<file path="src/lgg_pkg.sv">
package lgg_pkg;

    // Default grid size.
    localparam int GRID_COLS_DEF = 64;
    localparam int GRID_ROWS_DEF = 64;

    // Field widths of an input word.
    localparam int OP_W  = 2;
    localparam int ROW_W = 6;
    localparam int COL_W = 6;

    // Port widths.
    localparam int S_TDATA_W = 16;
    localparam int M_TDATA_W = 64;

    // Operation codes.
    localparam logic [OP_W-1:0] OP_SET  = 2'd0;
    localparam logic [OP_W-1:0] OP_STEP = 2'd1;
    localparam logic [OP_W-1:0] OP_READ = 2'd2;

    // Control handed to the row update unit for the row at the head of the chain.
    typedef struct packed {
        logic             step;
        logic             set_hit;
        logic             value;
        logic [COL_W-1:0] col;
    } upd_ctrl_t;

endpackage

</file>
<file path="src/lgg_row_cell.sv">
module lgg_row_cell
    import lgg_pkg::*;
#(
    parameter int WIDTH = GRID_COLS_DEF
) (
    input  logic             aclk,
    input  logic             aresetn,
    input  logic             shift,
    input  logic [WIDTH-1:0] row_in,
    output logic [WIDTH-1:0] row_out
);

    logic [WIDTH-1:0] row_reg;

    // One row of the grid; takes its neighbour's row on every shift.
    always_ff @(posedge aclk) begin
        if (!aresetn) begin
            row_reg <= '0;
        end else if (shift) begin
            row_reg <= row_in;
        end
    end

    assign row_out = row_reg;

endmodule

</file>
<file path="config.mk">
export PLATFORM = sky130hd
export DESIGN_NAME = lgg_row_cell
export DESIGN_NICKNAME = d
export VERILOG_FILES = /design/src/lgg_pkg.sv /design/src/lgg_row_cell.sv
export SDC_FILE = /design/constraint.sdc
export NUM_CORES = 1
export LEC_CHECK = 0
export ABC_AREA = 1
export BUFFER_PORTS_ARGS = -buffer_cell sky130_fd_sc_hd__buf_2
export CORE_UTILIZATION = 41
export DETAILED_ROUTE_END_ITERATION = 8
export PLACE_DENSITY_LB_ADDON = 0.25
export SYNTH_ARGS = -nofsm -noshare
export SYNTH_HDL_FRONTEND = slang
export SYNTH_SLANG_ARGS = --single-unit
</file>
<file path="constraint.sdc">
create_clock -name aclk -period 0.8 [get_ports aclk]
set_input_delay 0.16 -clock aclk [delete_from_list [all_inputs] [get_ports aclk]]
set_output_delay 0.16 -clock aclk [all_outputs]
set_load 0.02 [all_outputs]
</file>
### Word level (Yosys, flattened, before mapping)

Index checks and enable logic that the tools add are counted.

* logic and storage cells: 1
* flip-flop bits (word level): 64
* output and inout port bits: 64

### Depth between registers and ports, before layout

* word-level depth: 0
* gate-level depth with buffers: 5
* mapped depth without buffers: 4

### Worst setup path after synthesis

OpenSTA, ideal clock, no wires.

* kind: input to register
* from: in shift
* to: reg row_reg[26] (netlist: row_out[26])
* data required time: 687 ps
* library setup time: 113 ps
* slack: 113 ps
* arrival time: 574 ps
* cell stages on the path: 5
* cells stage by stage: buf_6 -> buf_4 -> nand2_1 -> nand2_1 -> nor2_1

RTL lines
* from (decl): line lgg_row_cell.sv:8 `input logic shift,`
* to (signal assigned): line lgg_row_cell.sv:20 `row_reg <= row_in;`
* to (decl): line lgg_row_cell.sv:13 `logic [WIDTH-1:0] row_reg;`

### Worst setup path in the final report

* from: reg row_reg[18] (netlist: row_out[18])
* to: out row_out[18]

RTL lines
* to (decl): line lgg_row_cell.sv:10 `output logic [WIDTH-1:0] row_out`

No word-level cell between the ends.

==> results.yml <==
worst_setup_path:
  crit_buf_inv: 1
  worst-setup-path-type: "flop to primary output"
  start_kind: "flop"
  max_stage_delay_ps: 340
  cp-end-kind: "primary output"
  arrival_ps: 780
  worstPathRequired_ps: 640
  path_cells: "buf_6"
  crit_path_max_fanout: 2
  crit_slowest_cell: "dfxtp_2"
  crit_family: "flip-flops"
layout:
  fillers: 578
  final_util: 0.639
  antennaDiodeCount: 0
  stdcell_area_um2: 4030
  fin_nets: 602
  drive_above_1_share: 0.404
  syn_to_final_growth_pct: 51.0
  largest_reg_flops: 64
yosys:
  syn_inst: 405
  synth_top_cell_area_share: 0.480
  yosys-top-cells-count: "nand2_1 (128), nor2_1 (128), dfxtp_1 (64), inv_1 (64), buf_6 (12)"
  synth_top_family_by_area: "simple AND/OR/NAND/NOR gates"
  yosysSeqAreaShare: 0.480
  synth_async_sr_flop_share: 0
  synthDistinctLibCells: 7
  synth_compound_area_frac: 0
  netlist_top_cells_area: "dfxtp_1 (48%), nand2_1 (18%), nor2_1 (18%), inv_1 (9.0%), buf_6 (5.1%)"
  synth_flop_cell: "dfxtp_1"
  netlist_area_um2: 2670
  ys_warn_count: 0
  ys_seq_elements: 64
  syn_nets: 472
  synth_xor_area_frac: 0
  synth_fa_ha_area_frac: 0
  muxShareOfSynthArea: 0
  synth_area_leader_cell: "dfxtp_1"
  synth_edf_count: 0
  avgSynthCellArea_um2: 6.59
  synthSimpleGateAreaFrac: 0.360
sta:
  post-route-period-util: 1.18
  fin_crit_ps: 945
  tightest_slew_ps: 165
  setup_slack_ps: -145
  max_freq_ghz: 1.06
  timing.hold.ws_ps: 111
  rsz0062_at_grt: "yes"
  relSlewSlack: 0.890
  drv_slew: 0
  finalSetupViolCount: 64
  hold_violations: 0
  clock_skew_ps: 0
route:
  wire_per_inst_um: 9.76
  drc: 0
  ant_nets: 0
  firstDrtPassIters: 4
  finalWirelength_mm: 6.02
  vias: 2566
  viasPerCell: 4.16
  drt_iter0_markers: 75
clock_network:
  clkSlewWorstSetupHoldPaths_ps: 70
  cts_tree: "built"
  clock_latency_ps: 320
  clockBufferDepth: 2
  cts.sinks: 64
  cts-root-buf: "clkbuf_8"
  htreeDepth: 3
  cts_buffers: 9
placement:
  portBuffers: 130
  dp_hpwl_mm: 3.95
  placed_cell_area_um2: 3350
  gp_congestion: 0.738
die:
  dieArea_um2: 6840
  io-pin-count: 131
  fp.dieH_um: 82.7
  initial_core_util: 0.423
  fp.coreArea_um2: 6310
  rows: 29
  die_width_um: 82.7
global_routing:
  grt_pass1_vias: 2155
  antenna_found_initial: 0
  grt_pass1_wl_mm: 9.12
  overflow: 0
  grt_util_all_layers: 0.177
  grt_start_max_net_pins: 43
power_and_ir_drop:
  p_leak_nw: 2.30
  p_per_area_nw_per_um2: 1930
  seqPwrFrac: 0.465
  netSwitchingFraction: 0.272
  power_frac_comb: 0.199
  switching_power_w: 0.00211
  p_int_w: 0.00566
  ir_worst_vdd_mv: 1.11
  pwr-share-clk: 0.335
job:
  max-cap-violations: 0
run_status:
  status: "finished, violations left"
  violations: "setup timing"
min_path:
  hold_path_class: "input pin to flop"
-- timing repair --
action                                 4_1_cts  5_1_grt
hold buffers                                 0        0
endpoints found under the hold margin        0        0
buffers inserted                             2        1
gates resized for setup                    192        1
pin swaps                                    0        1
setup endpoints to repair                   64       64
-- cell usage in the layout, fill, tap and decap left out, types with 3 or more instances in the layout --
master / n
inv_1: 64
dfxtp_2: 64
nor2_1: 127
buf_2: 65
nand2_1: 128
buf_12: 5
clkbuf_8: 9
clkinv_2: 3
clkbuf_1: 3
buf_6: 64
buf_4: 6
-- layout make-up --
type / count / area [um2] / area share
flip-flops and latches: 64 / 1360 / 0.338
repair buffers: 140 / 1190 / 0.295
multi-input cells: 256 / 963 / 0.239
inverters: 64 / 240 / 0.0596
clock buffers: 12 / 135 / 0.0335
well taps: 77 / 96.3 / 0.0239
clock inverters: 4 / 45.0 / 0.0112
-- per-stage QoR --
step,instances,TNS (ps),total power (W),worst slack (ps)
after floorplan,405,0,0.00442,113
after detailed placement,598,-101,0.00487,-16.8
final,617,-8560,0.00777,-145
after CTS,616,-9610,0.00784,-163
after global placement,598,0,0.00484,2.28
after global routing,617,-11100,0.00821,-186
-- path summary, 6_finish.rpt --
kind                            depth (start not counted)  slack (ps)   startpoint     endpoint
worst max-delay path                                    1        -140  row_out[18]  row_out[18]
worst min-delay path                                    5         110   row_in[32]  row_out[32]
worst max register to register                          4          20  row_out[19]  row_out[19]
worst min register to register                          2         480  row_out[27]  row_out[27]
-- logic make-up (layout without fill, tap and decap cells) --
logic type | after synthesis | in the layout
and+or+nand+nor | 256 | 256
buffers and inverters | 85 | 220
DFF | 64 | 64
-- metal layers --
layer  GRT usage  wire length, um  up-vias
met2       0.316             2820       80
met3      0.0593              427       11
met4      0.0724               91        0
met1       0.190             2680     1079
li1            -                -     1396
met5           0                0        -
-- power groups by stage --
stage / logic (W) / registers [W] / clock network [W]
3_5_place_dp: 0.00129 / 0.00358 / 0
6_report: 0.00155 / 0.00361 / 0.00261
3_3_place_gp: 0.00126 / 0.00358 / 0
5_1_grt: 0.00171 / 0.00365 / 0.00285
4_1_cts: 0.00155 / 0.00361 / 0.00268
2_1_floorplan: 0.000558 / 0.00386 / 0
No activity file was read; power rests on OpenSTA's default activity.
