`config.mk`:
```
export PLATFORM = sky130hd
export DESIGN_NAME = lgg_row_update
export DESIGN_NICKNAME = d
export VERILOG_FILES = /design/src/lgg_pkg.sv /design/src/lgg_row_update.sv
export SDC_FILE = /design/constraint.sdc
export NUM_CORES = 1
export LEC_CHECK = 0
export ABC_CLOCK_PERIOD_IN_PS = 3400
export BUFFER_PORTS_ARGS = -buffer_cell sky130_fd_sc_hd__buf_2
export CORE_ASPECT_RATIO = 1.4
export CORE_MARGIN = 2
export CORE_UTILIZATION = 45
export DETAILED_ROUTE_END_ITERATION = 8
export GPL_TIMING_DRIVEN = 0
export PLACE_DENSITY = 0.68
export SYNTH_ARGS = -nofsm -noshare
export SYNTH_HDL_FRONTEND = slang
export SYNTH_SLANG_ARGS = --single-unit
export TNS_END_PERCENT = 30
```
`constraint.sdc`:
```
create_clock -name vclk -period 3.4
set_input_delay 0.34 -clock vclk [all_inputs]
set_output_delay 0.34 -clock vclk [all_outputs]
set_load 0.01 [all_outputs]
```
`src/lgg_pkg.sv`:
```
package lgg_pkg;

    // Default grid size.
    localparam int GRID_COLS_DEF = 64;
    localparam int GRID_ROWS_DEF = 64;

    // Field widths of an input word.
    localparam int OP_W  = 2;
    localparam int ROW_W = 6;
    localparam int COL_W = 6;

    // Port widths.
    localparam int S_TDATA_W = 16;
    localparam int M_TDATA_W = 64;

    // Operation codes.
    localparam logic [OP_W-1:0] OP_SET  = 2'd0;
    localparam logic [OP_W-1:0] OP_STEP = 2'd1;
    localparam logic [OP_W-1:0] OP_READ = 2'd2;

    // Control handed to the row update unit for the row at the head of the chain.
    typedef struct packed {
        logic             step;
        logic             set_hit;
        logic             value;
        logic [COL_W-1:0] col;
    } upd_ctrl_t;

endpackage

```
`src/lgg_row_update.sv`:
```
module lgg_row_update
    import lgg_pkg::*;
#(
    parameter int WIDTH = GRID_COLS_DEF
) (
    input  upd_ctrl_t        ctrl,
    input  logic [WIDTH-1:0] above,
    input  logic [WIDTH-1:0] cur,
    input  logic [WIDTH-1:0] below,
    output logic [WIDTH-1:0] row_new
);

    logic [WIDTH+1:0] a_ext;
    logic [WIDTH+1:0] c_ext;
    logic [WIDTH+1:0] b_ext;
    logic [WIDTH-1:0] life_row;
    logic [WIDTH-1:0] set_mask;

    // Dead cells pad both edges, so there is no wrap-around.
    assign a_ext = {1'b0, above, 1'b0};
    assign c_ext = {1'b0, cur, 1'b0};
    assign b_ext = {1'b0, below, 1'b0};

    // B3/S23 rule, all columns in parallel.
    always_comb begin
        logic [3:0] n;
        n        = '0;
        life_row = '0;
        for (int x = 0; x < WIDTH; x++) begin
            n = 4'(a_ext[x]) + 4'(a_ext[x+1]) + 4'(a_ext[x+2])
              + 4'(c_ext[x]) + 4'(c_ext[x+2])
              + 4'(b_ext[x]) + 4'(b_ext[x+1]) + 4'(b_ext[x+2]);
            life_row[x] = (n == 4'd3) || ((n == 4'd2) && cur[x]);
        end
    end

    assign set_mask = {{(WIDTH-1){1'b0}}, 1'b1} << ctrl.col;

    // Choose the word that goes back into the tail of the chain.
    always_comb begin
        if (ctrl.step) begin
            row_new = life_row;
        end else if (ctrl.set_hit) begin
            row_new = ctrl.value ? (cur | set_mask) : (cur & ~set_mask);
        end else begin
            row_new = cur;
        end
    end

endmodule
```
# After elaboration in Yosys (flattened, before gate mapping)
# Cells that the tools add are included.
[classes]
n_addsub = 441
n_eq_ne = 128
shift = 1
muxes = 3
bitwise = 3
n_reduce_logical = 128
[ops]
columns = ["op", "n"]
rows = [
  ["4-bit by 1-bit adder with 4-bit output", 252],
  ["4-bit by 2-bit equality test with 1-bit output, second input constant", 128],
  ["3-bit by 1-bit adder with 4-bit output", 63],
  ["64-bit two-way mux", 3],
  ["2-bit by 1-bit adder with 3-bit output", 63],
  ["1-bit by 1-bit adder with 2-bit output", 63],
  ["64-bit bitwise AND", 1],
  ["1-bit logical AND", 64],
  ["1-bit logical OR", 64],
  ["64-bit inverter", 1],
  ["64-bit OR", 1],
  ["1-bit by 6-bit << shifter with 64-bit output, first input constant", 1],
]
[totals]
reg_bits = 0
in_bits = 201
out_inout_bits = 64
elab_cells = 704

# Longest topological paths before layout
# Gate-level depths: netlist of run 1.
[logic_depth]
ltp_word = 11
depth_mapped = 10
mapped_depth_nobuf = 10

# Least setup slack after synthesis of run 1
# Ideal clock, no wire load.
[synth_timing]
path_type = "input port to output port"
startpoint = "in above[10]"
endpoint = "out row_new[11]"
arrival_time_ps = 2845
required_ps = 3060
setup_slack_ps = 215
stages = 10
n_path_buf = 0
path_cell_list = "inv_1 -> fa_1 -> fa_1 -> fa_1 -> inv_1 -> ha_1 -> fa_1 -> and2_1 -> a21oi_1 -> o32ai_1"
[synth_via]
elab_chain_cells = 11
elab_cells_between_ends = 12
classes_between = "add/sub: 7; eq/ne: 2; mux: 1; reduce/logical: 2"
[synth_rtl]
columns = ["item", "line", "rtl"]
rows = [
  ["start, declared", "lgg_row_update.sv:7", "input logic [WIDTH-1:0] above,"],
  ["1-bit by 1-bit adder with 2-bit output *", "lgg_row_update.sv:30", "n = 4'(a_ext[x]) + 4'(a_ext[x+1]) + 4'(a_ext[x+2])"],
  ["2-bit by 1-bit adder with 3-bit output *", "lgg_row_update.sv:30", ""],
  ["3-bit by 1-bit adder with 4-bit output *", "lgg_row_update.sv:31", "+ 4'(c_ext[x]) + 4'(c_ext[x+2])"],
  ["4-bit by 1-bit adder with 4-bit output *", "lgg_row_update.sv:31", ""],
  ["4-bit by 1-bit adder with 4-bit output * (3 in series)", "lgg_row_update.sv:32", "+ 4'(b_ext[x]) + 4'(b_ext[x+1]) + 4'(b_ext[x+2]);"],
  ["4-bit by 2-bit equality test with 1-bit output", "lgg_row_update.sv:33", "life_row[x] = (n == 4'd3) || ((n == 4'd2) && cur[x]);"],
  ["1-bit logical AND", "lgg_row_update.sv:33", ""],
  ["1-bit logical OR *", "lgg_row_update.sv:33", ""],
  ["64-bit two-way mux *", "lgg_row_update.sv:41", "if (ctrl.step) begin"],
  ["end, declared", "lgg_row_update.sv:10", "output logic [WIDTH-1:0] row_new"],
]
# Every way passes the cells marked *; elsewhere a longest branch is shown, timed or not.

# Worst setup path in the final report of run 1
[layout_timing]
startpoint = "in above[47]"
endpoint = "out row_new[48]"
# Same word-level chain as after synthesis.

==> out/metrics.csv, run 1 <==
stage,metric,value,unit
placed_design,gp_congestion,0.880,
timing,tightest_slew,1.08,ns
power,p_per_area,270,nW/µm²
power,p_clk_share,0,%
final_layout,register_area,0,µm²
final_layout,final.fill_count,2634,
final_layout,stdcell_count,2113,
setup_path,cp.required,3.06,ns
synth,syn_avg_cell_area,8.55,µm²
detailed_routing,avgRoutedWirePerCell,17.5,µm
timing,fmax,276,MHz
detailed_routing,drt_iter0_drc,360,
final_layout,flops_and_latches,0,
grt,grt.total_usage,24.9,%
floorplan,die-height,202,µm
grt,grt_max_degree,11,
floorplan,die-area,29300,µm²
timing,finalHoldViolCount,0,
power,switchingPower,2.27,mW
worst_hold_path,hold_class,in -> out,
setup_path,crit_arrival,3.28,ns
detailed_routing,vias,11300,
outcome,status,"finished, violations left",
timing,hold_ws,1.11,ns
grt,grt_pass1_wl,58900,µm
final_layout,layout-drive-gt1-share,29.6,%
setup_path,critPathMaxFanout,2,
synth,netlist_area,12600,µm²
detailed_routing,wirelength,37000,µm
grt,grt-ovfl-total,0,
synth,syn_nets,2110,
final_layout,clkbuf_count,0,
run,drv_cap,0,
power,intPower,1.89,mW
synth,yosys_warnings,0,
synth,yosysTopAreaCell,fa_1,
outcome,violations,negative setup slack,
power,pwr-share-seq,0,%
timing,grt_setup_unrepaired,yes,
detailed_routing,route.detailed.drc,0,
detailed_routing,detail-route-antenna-nets,0,
detailed_routing,dr_wl_met3,1770,µm
synth,synth_top_area_share,40.2,%
timing,fin_crit,3.62,ns
detailed_routing,wl_met1,13700,µm
setup_path,crit_type,in -> out,
synth,yosysSeqAreaShare,0,%
final_layout,fin_nets,2380,
synth,ys_top_cells_by_area,"fa_1 40%, ha_1 19%, inv_1 13%, a21oi_1 7.4%, o32ai_1 4.5%",
floorplan,rows,72,
setup_path,critPathLaunch,above[47],
clock_tree,cts-hold-fix-buffers,0,
floorplan,core_area,27600,µm²
setup_path,start_kind,input pin,
detailed_routing,dr.pass1.iters,4,
power,p_total,4.16,mW
timing,post-route-period-util,107,%
floorplan,pin_count,265,
synth,synthDistinctLibCells,32,
power,p_leak,7.85,nW
placed_design,port_buffers,262,
setup_path,endpoint_kind,output pin,
placed_design,hpwlAfterDp,32100,µm
grt,antenna_found_initial,9,
placed_design,place_inst,2101,
grt,first_global_vias,12000,
power,power.share.switching,54.6,%
detailed_routing,routed_via_density,5.32,
synth,synth_common_cells,"443 x inv_1, 252 x fa_1, 188 x ha_1",
timing,relSlewSlack,27.6,%
detailed_routing,wl_met2,19900,µm
power,ir_drop,0.126,mV
floorplan,initial_core_util,45.5,%
synth,syn_inst,1469,
timing,setup_ws,-0.224,ns
worst_hold_path,min_from,cur[32],
detailed_routing,dr.max_layer_used,met5,
power,combPwrFrac,100.0,%
synth,yosysMostFrequentCell,inv_1,
timing,setup_viol,61,
timing,slew_violations,0,
floorplan,fp.dieW,145,µm
final_layout,syn_to_final_growth,22.6,%
[cell families (layout without fill, tap and decap cells)]
logic type	after synthesis	in the layout	share of synthesized area, %
buffers and inverters	485	753	14.9
adders and majority gates	440	440	58.9
AOI/OAI and AO/OA	315	315	15.8
and+or+nand+nor	229	229	10.4
other	0	6	0
[layer usage]
layer  global-route usage, %  vias to the layer above
li1                        -                     5270
met1                    28.6                     5563
met2                    47.3                      330
met3                    2.70                       83
met4                    9.38                        4
met5                       0                        -
[cell type report]
cell class	instances	area, µm²	area share [%]
buffer	42	205	1.33
inverter	443	1760	11.5
antenna	6	15.0	0.0976
multi-input combinational	984	11200	73.0
timing repair buffer	268	1700	11.1
tap	370	463	3.01
[critical path: stages]
cell,delay (ns)
buf_2,0.14
inv_2,0.07
fa_1,0.53
fa_1,0.45
fa_1,0.51
inv_1,0.05
ha_1,0.20
fa_2,0.52
o211ai_1,0.09
o32ai_1,0.19
buf_2,0.19
[timing repair]
item | CTS | global route
endpoints found under the setup margin | 61 | 61
gates resized for setup | 157 | 187
hold endpoints to repair | 0 | 0
pin swaps | 28 | 56
setup buffers | 2 | 4
gates cloned | 0 | 0
[power groups by stage]
stage,logic [mW],clock network [mW],registers (mW)
after floorplan,2.72,0,0
after global placement,3.58,0,0
after detailed placement,3.77,0,0
after CTS,3.95,0,0
after global routing,4.83,0.000000236,0
final,4.16,0.000000237,0
[placed cells by master (no fill, tap or decap), drive strengths merged, types with 8 or more instances in the layout]
cell | netlist | final
buf | 14 | 282
clkbuf | 28 | 28
inv | 443 | 443
a21oi | 186 | 186
nor2 | 126 | 126
fa | 252 | 252
o32ai | 64 | 64
nand4bb | 8 | 8
o211ai | 64 | 64
ha | 188 | 188
and2 | 61 | 61
[metrics by stage]
stage | utilization (%) | setup TNS (ns) | area (µm²) | setup WS [ns]
4_1_cts | 53.7 | -9.06 | 14800 | -0.212
3_5_place_dp | 52.0 | -10.48 | 14300 | -0.264
5_1_grt | 55.8 | -14.13 | 15400 | -0.329
3_3_place_gp | 52.0 | -8.83 | 14300 | -0.221
6_report | 55.8 | -7.66 | 15400 | -0.224
2_1_floorplan | - | 0 | 12600 | 0.215
[path summary, 6_finish.rpt]
path | end | slack, ns | cells past startpoint
worst max-delay path | row_new[48] | -0.22 | 11
worst min-delay path | row_new[32] | 1.11 | 4
Note: power is estimated with default switching activity, not from simulation.
==> inputs of run 2 (changes only) <==
--- a/config.mk
+++ b/config.mk
@@ -12,7 +12,8 @@
 export CORE_UTILIZATION = 45
 export DETAILED_ROUTE_END_ITERATION = 8
 export GPL_TIMING_DRIVEN = 0
-export PLACE_DENSITY = 0.68
+export PLACE_DENSITY_LB_ADDON = 0.1
+export SKIP_LAST_GASP = 1
 export SYNTH_ARGS = -nofsm -noshare
 export SYNTH_HDL_FRONTEND = slang
 export SYNTH_SLANG_ARGS = --single-unit
==> out/metrics.csv, run 2 (synthesis results as in run 1) <==
stage,metric,value,unit,change
outcome,status,"finished, violations left",,unchanged
outcome,violations,negative setup slack,,unchanged
final_layout,fin_nets,2377,,"was 2,380"
worst_hold_path,hold_end,row_new[52],,was row_new[32]
timing,grt_setup_unrepaired,yes,,unchanged
timing,fmax,278,MHz,was 276 MHz
floorplan,die-height,202,µm,unchanged
power,p_leak,7.77,nW,was 7.85 nW
setup_path,cp.required,3.06,ns,about the same
timing,setup_viol,61,,unchanged
floorplan,fp.dieW,145,µm,unchanged
timing,hold_ws,1.12,ns,was 1.11 ns
grt,grt_pass1_wl,58500,µm,"was 58,900 µm"
detailed_routing,routed_via_density,5.21,,was 5.32
grt,grt.total_usage,25.0,%,was 24.9%
setup_path,start_kind,input pin,,unchanged
grt,grtUsageMet1,28.8,%,was 28.6%
worst_hold_path,hold_class,in -> out,,unchanged
run,drv_cap,0,,unchanged
grt,grt_max_degree,11,,unchanged
detailed_routing,dr.pass1.iters,5,,was 4
final_layout,final.fill_count,2737,,"was 2,634"
grt,use_met3,3.65,%,was 2.70%
clock_tree,cts-hold-fix-buffers,0,,unchanged
detailed_routing,wirelength,36500,µm,"was 37,000 µm"
placed_design,port_buffers,262,,unchanged
setup_path,crit_type,in -> out,,unchanged
timing,post-route-period-util,106,%,was 107%
setup_path,critPathMaxFanout,3,,was 2
grt,antenna_found_initial,13,,was 9
grt,grt-ovfl-total,0,,unchanged
timing,relSlewSlack,35.6,%,was 27.6%
floorplan,initial_core_util,45.5,%,unchanged
power,ir_drop,0.148,mV,was 0.126 mV
floorplan,core_area,27600,µm²,unchanged
power,p_total,3.98,mW,was 4.16 mW
detailed_routing,route.detailed.drc,0,,unchanged
detailed_routing,drt_iter0_drc,399,,was 360
grt,busiest_layer,met2,,unchanged
floorplan,die-area,29300,µm²,unchanged
placed_design,gp_congestion,0.845,,was 0.880
detailed_routing,vias,11000,,"was 11,300"
timing,tightest_slew,0.963,ns,was 1.08 ns
final_layout,final_common_cell,inv_1,,unchanged
timing,finalHoldViolCount,0,,unchanged
detailed_routing,detail-route-antenna-nets,0,,unchanged
grt,met2_usage,47.5,%,was 47.3%
timing,fin_crit,3.59,ns,was 3.62 ns
worst_hold_path,min_from,cur[52],,was cur[32]
final_layout,mostFrequentLayoutCells,"388 x inv_1, 261 x buf_2, 233 x fa_1",,"was 355 x inv_1, 223 x fa_1, 221 x buf_2"
power,p_per_area,268,nW/µm²,was 270 nW/µm²
final_layout,syn_to_final_growth,18.3,%,was 22.6%
placed_design,hpwlAfterDp,32000,µm,"was 32,100 µm"
timing,setup_ws,-0.192,ns,was -0.224 ns
final_layout,clkbuf_count,0,,unchanged
floorplan,rows,72,,unchanged
grt,first_global_vias,11700,,"was 12,000"
final_layout,register_area,0,µm²,unchanged
worst_hold_path,whs_path_depth,4,,unchanged
final_layout,layout-drive-gt1-share,25.6,%,was 29.6%
setup_path,crit_arrival,3.25,ns,was 3.28 ns
detailed_routing,avgRoutedWirePerCell,17.3,µm,was 17.5 µm
final_layout,flops_and_latches,0,,unchanged
floorplan,pin_count,265,,unchanged
timing,slew_violations,0,,unchanged
setup_path,endpoint_kind,output pin,,unchanged
[run 2: cell count changes in the layout (fill, tap and decap cells not counted), moves of 6 or more]
cell / delta
a21oi_2: -11
fa_2: -10
buf_6: -22
inv_4: -32
o32ai_1: +6
a21oi_1: +11
fa_1: +10
buf_4: -8
buf_8: -13
buf_2: +40
ha_1: +8
inv_1: +33
o32ai_2: -6
[run 2: worst max path at each step]
stage,cells past startpoint,start,endpoint,slack [ns]
after detailed placement,12,above[52],row_new[53],-0.23
after global placement,12,above[59],row_new[60],-0.24
after floorplan,10,above[10],row_new[11],0.21
after global routing,11,above[26],row_new[27],-0.30
final,11,cur[50],row_new[51],-0.19
after CTS,11,above[52],row_new[53],-0.21
[run 2: final cells by class]
cell class | instances | area (µm²) | area share, %
Buffer | 42 | 205 | 1.38
Timing Repair Buffer | 265 | 1400 | 9.42
Antenna cell | 9 | 22.5 | 0.152
Multi-Input combinational cell | 984 | 11100 | 74.6
Tap cell | 370 | 463 | 3.12
Inverter | 443 | 1690 | 11.4
[run 2: per-layer routing]
metal  up-vias  routed length (µm)
met5         -                  50
met2       296               19600
li1       5259                   -
met3        65                1840
met1      5381               13800
met4         8                1230
[run 2: worst max-delay path, stage by stage]
cell and delay [ns]:
buf_2 0.11, inv_2 0.06, fa_1 0.50, fa_1 0.51
fa_1 0.50, inv_1 0.04, ha_2 0.17, fa_2 0.51
o211ai_1 0.11, o32ai_2 0.21, buf_2 0.19
[run 2: metrics by stage]
stage | util [%] | setup slack, ns | TNS, ns | instance area [µm²] | instances
CTS | 52.8 | -0.208 | -9.72 | 14500 | 2102
global placement | 52.0 | -0.241 | -9.09 | 14300 | 2101
floorplan | - | 0.215 | 0 | 12600 | 1469
global route | 53.9 | -0.299 | -15.92 | 14900 | 2111
finish | 53.9 | -0.192 | -8.79 | 14900 | 2113
detailed placement | 52.0 | -0.232 | -10.18 | 14300 | 2101
[run 2: what timing repair did]
action / CTS / global route
buffers inserted: 1 / 2
pin swaps: 18 / 42
setup endpoints to repair: 61 / 61
endpoints found under the hold margin: 0 / 0
resized for setup: 71 / 102
[run 2: power by group]
part / internal, mW / switching (mW) / leakage (nW)
clock: 0.000000354 / 0 / 0.0000570
combinational: 1.79 / 2.19 / 7.77
sequential: 0 / 0 / 0
total: 1.79 / 2.19 / 7.77
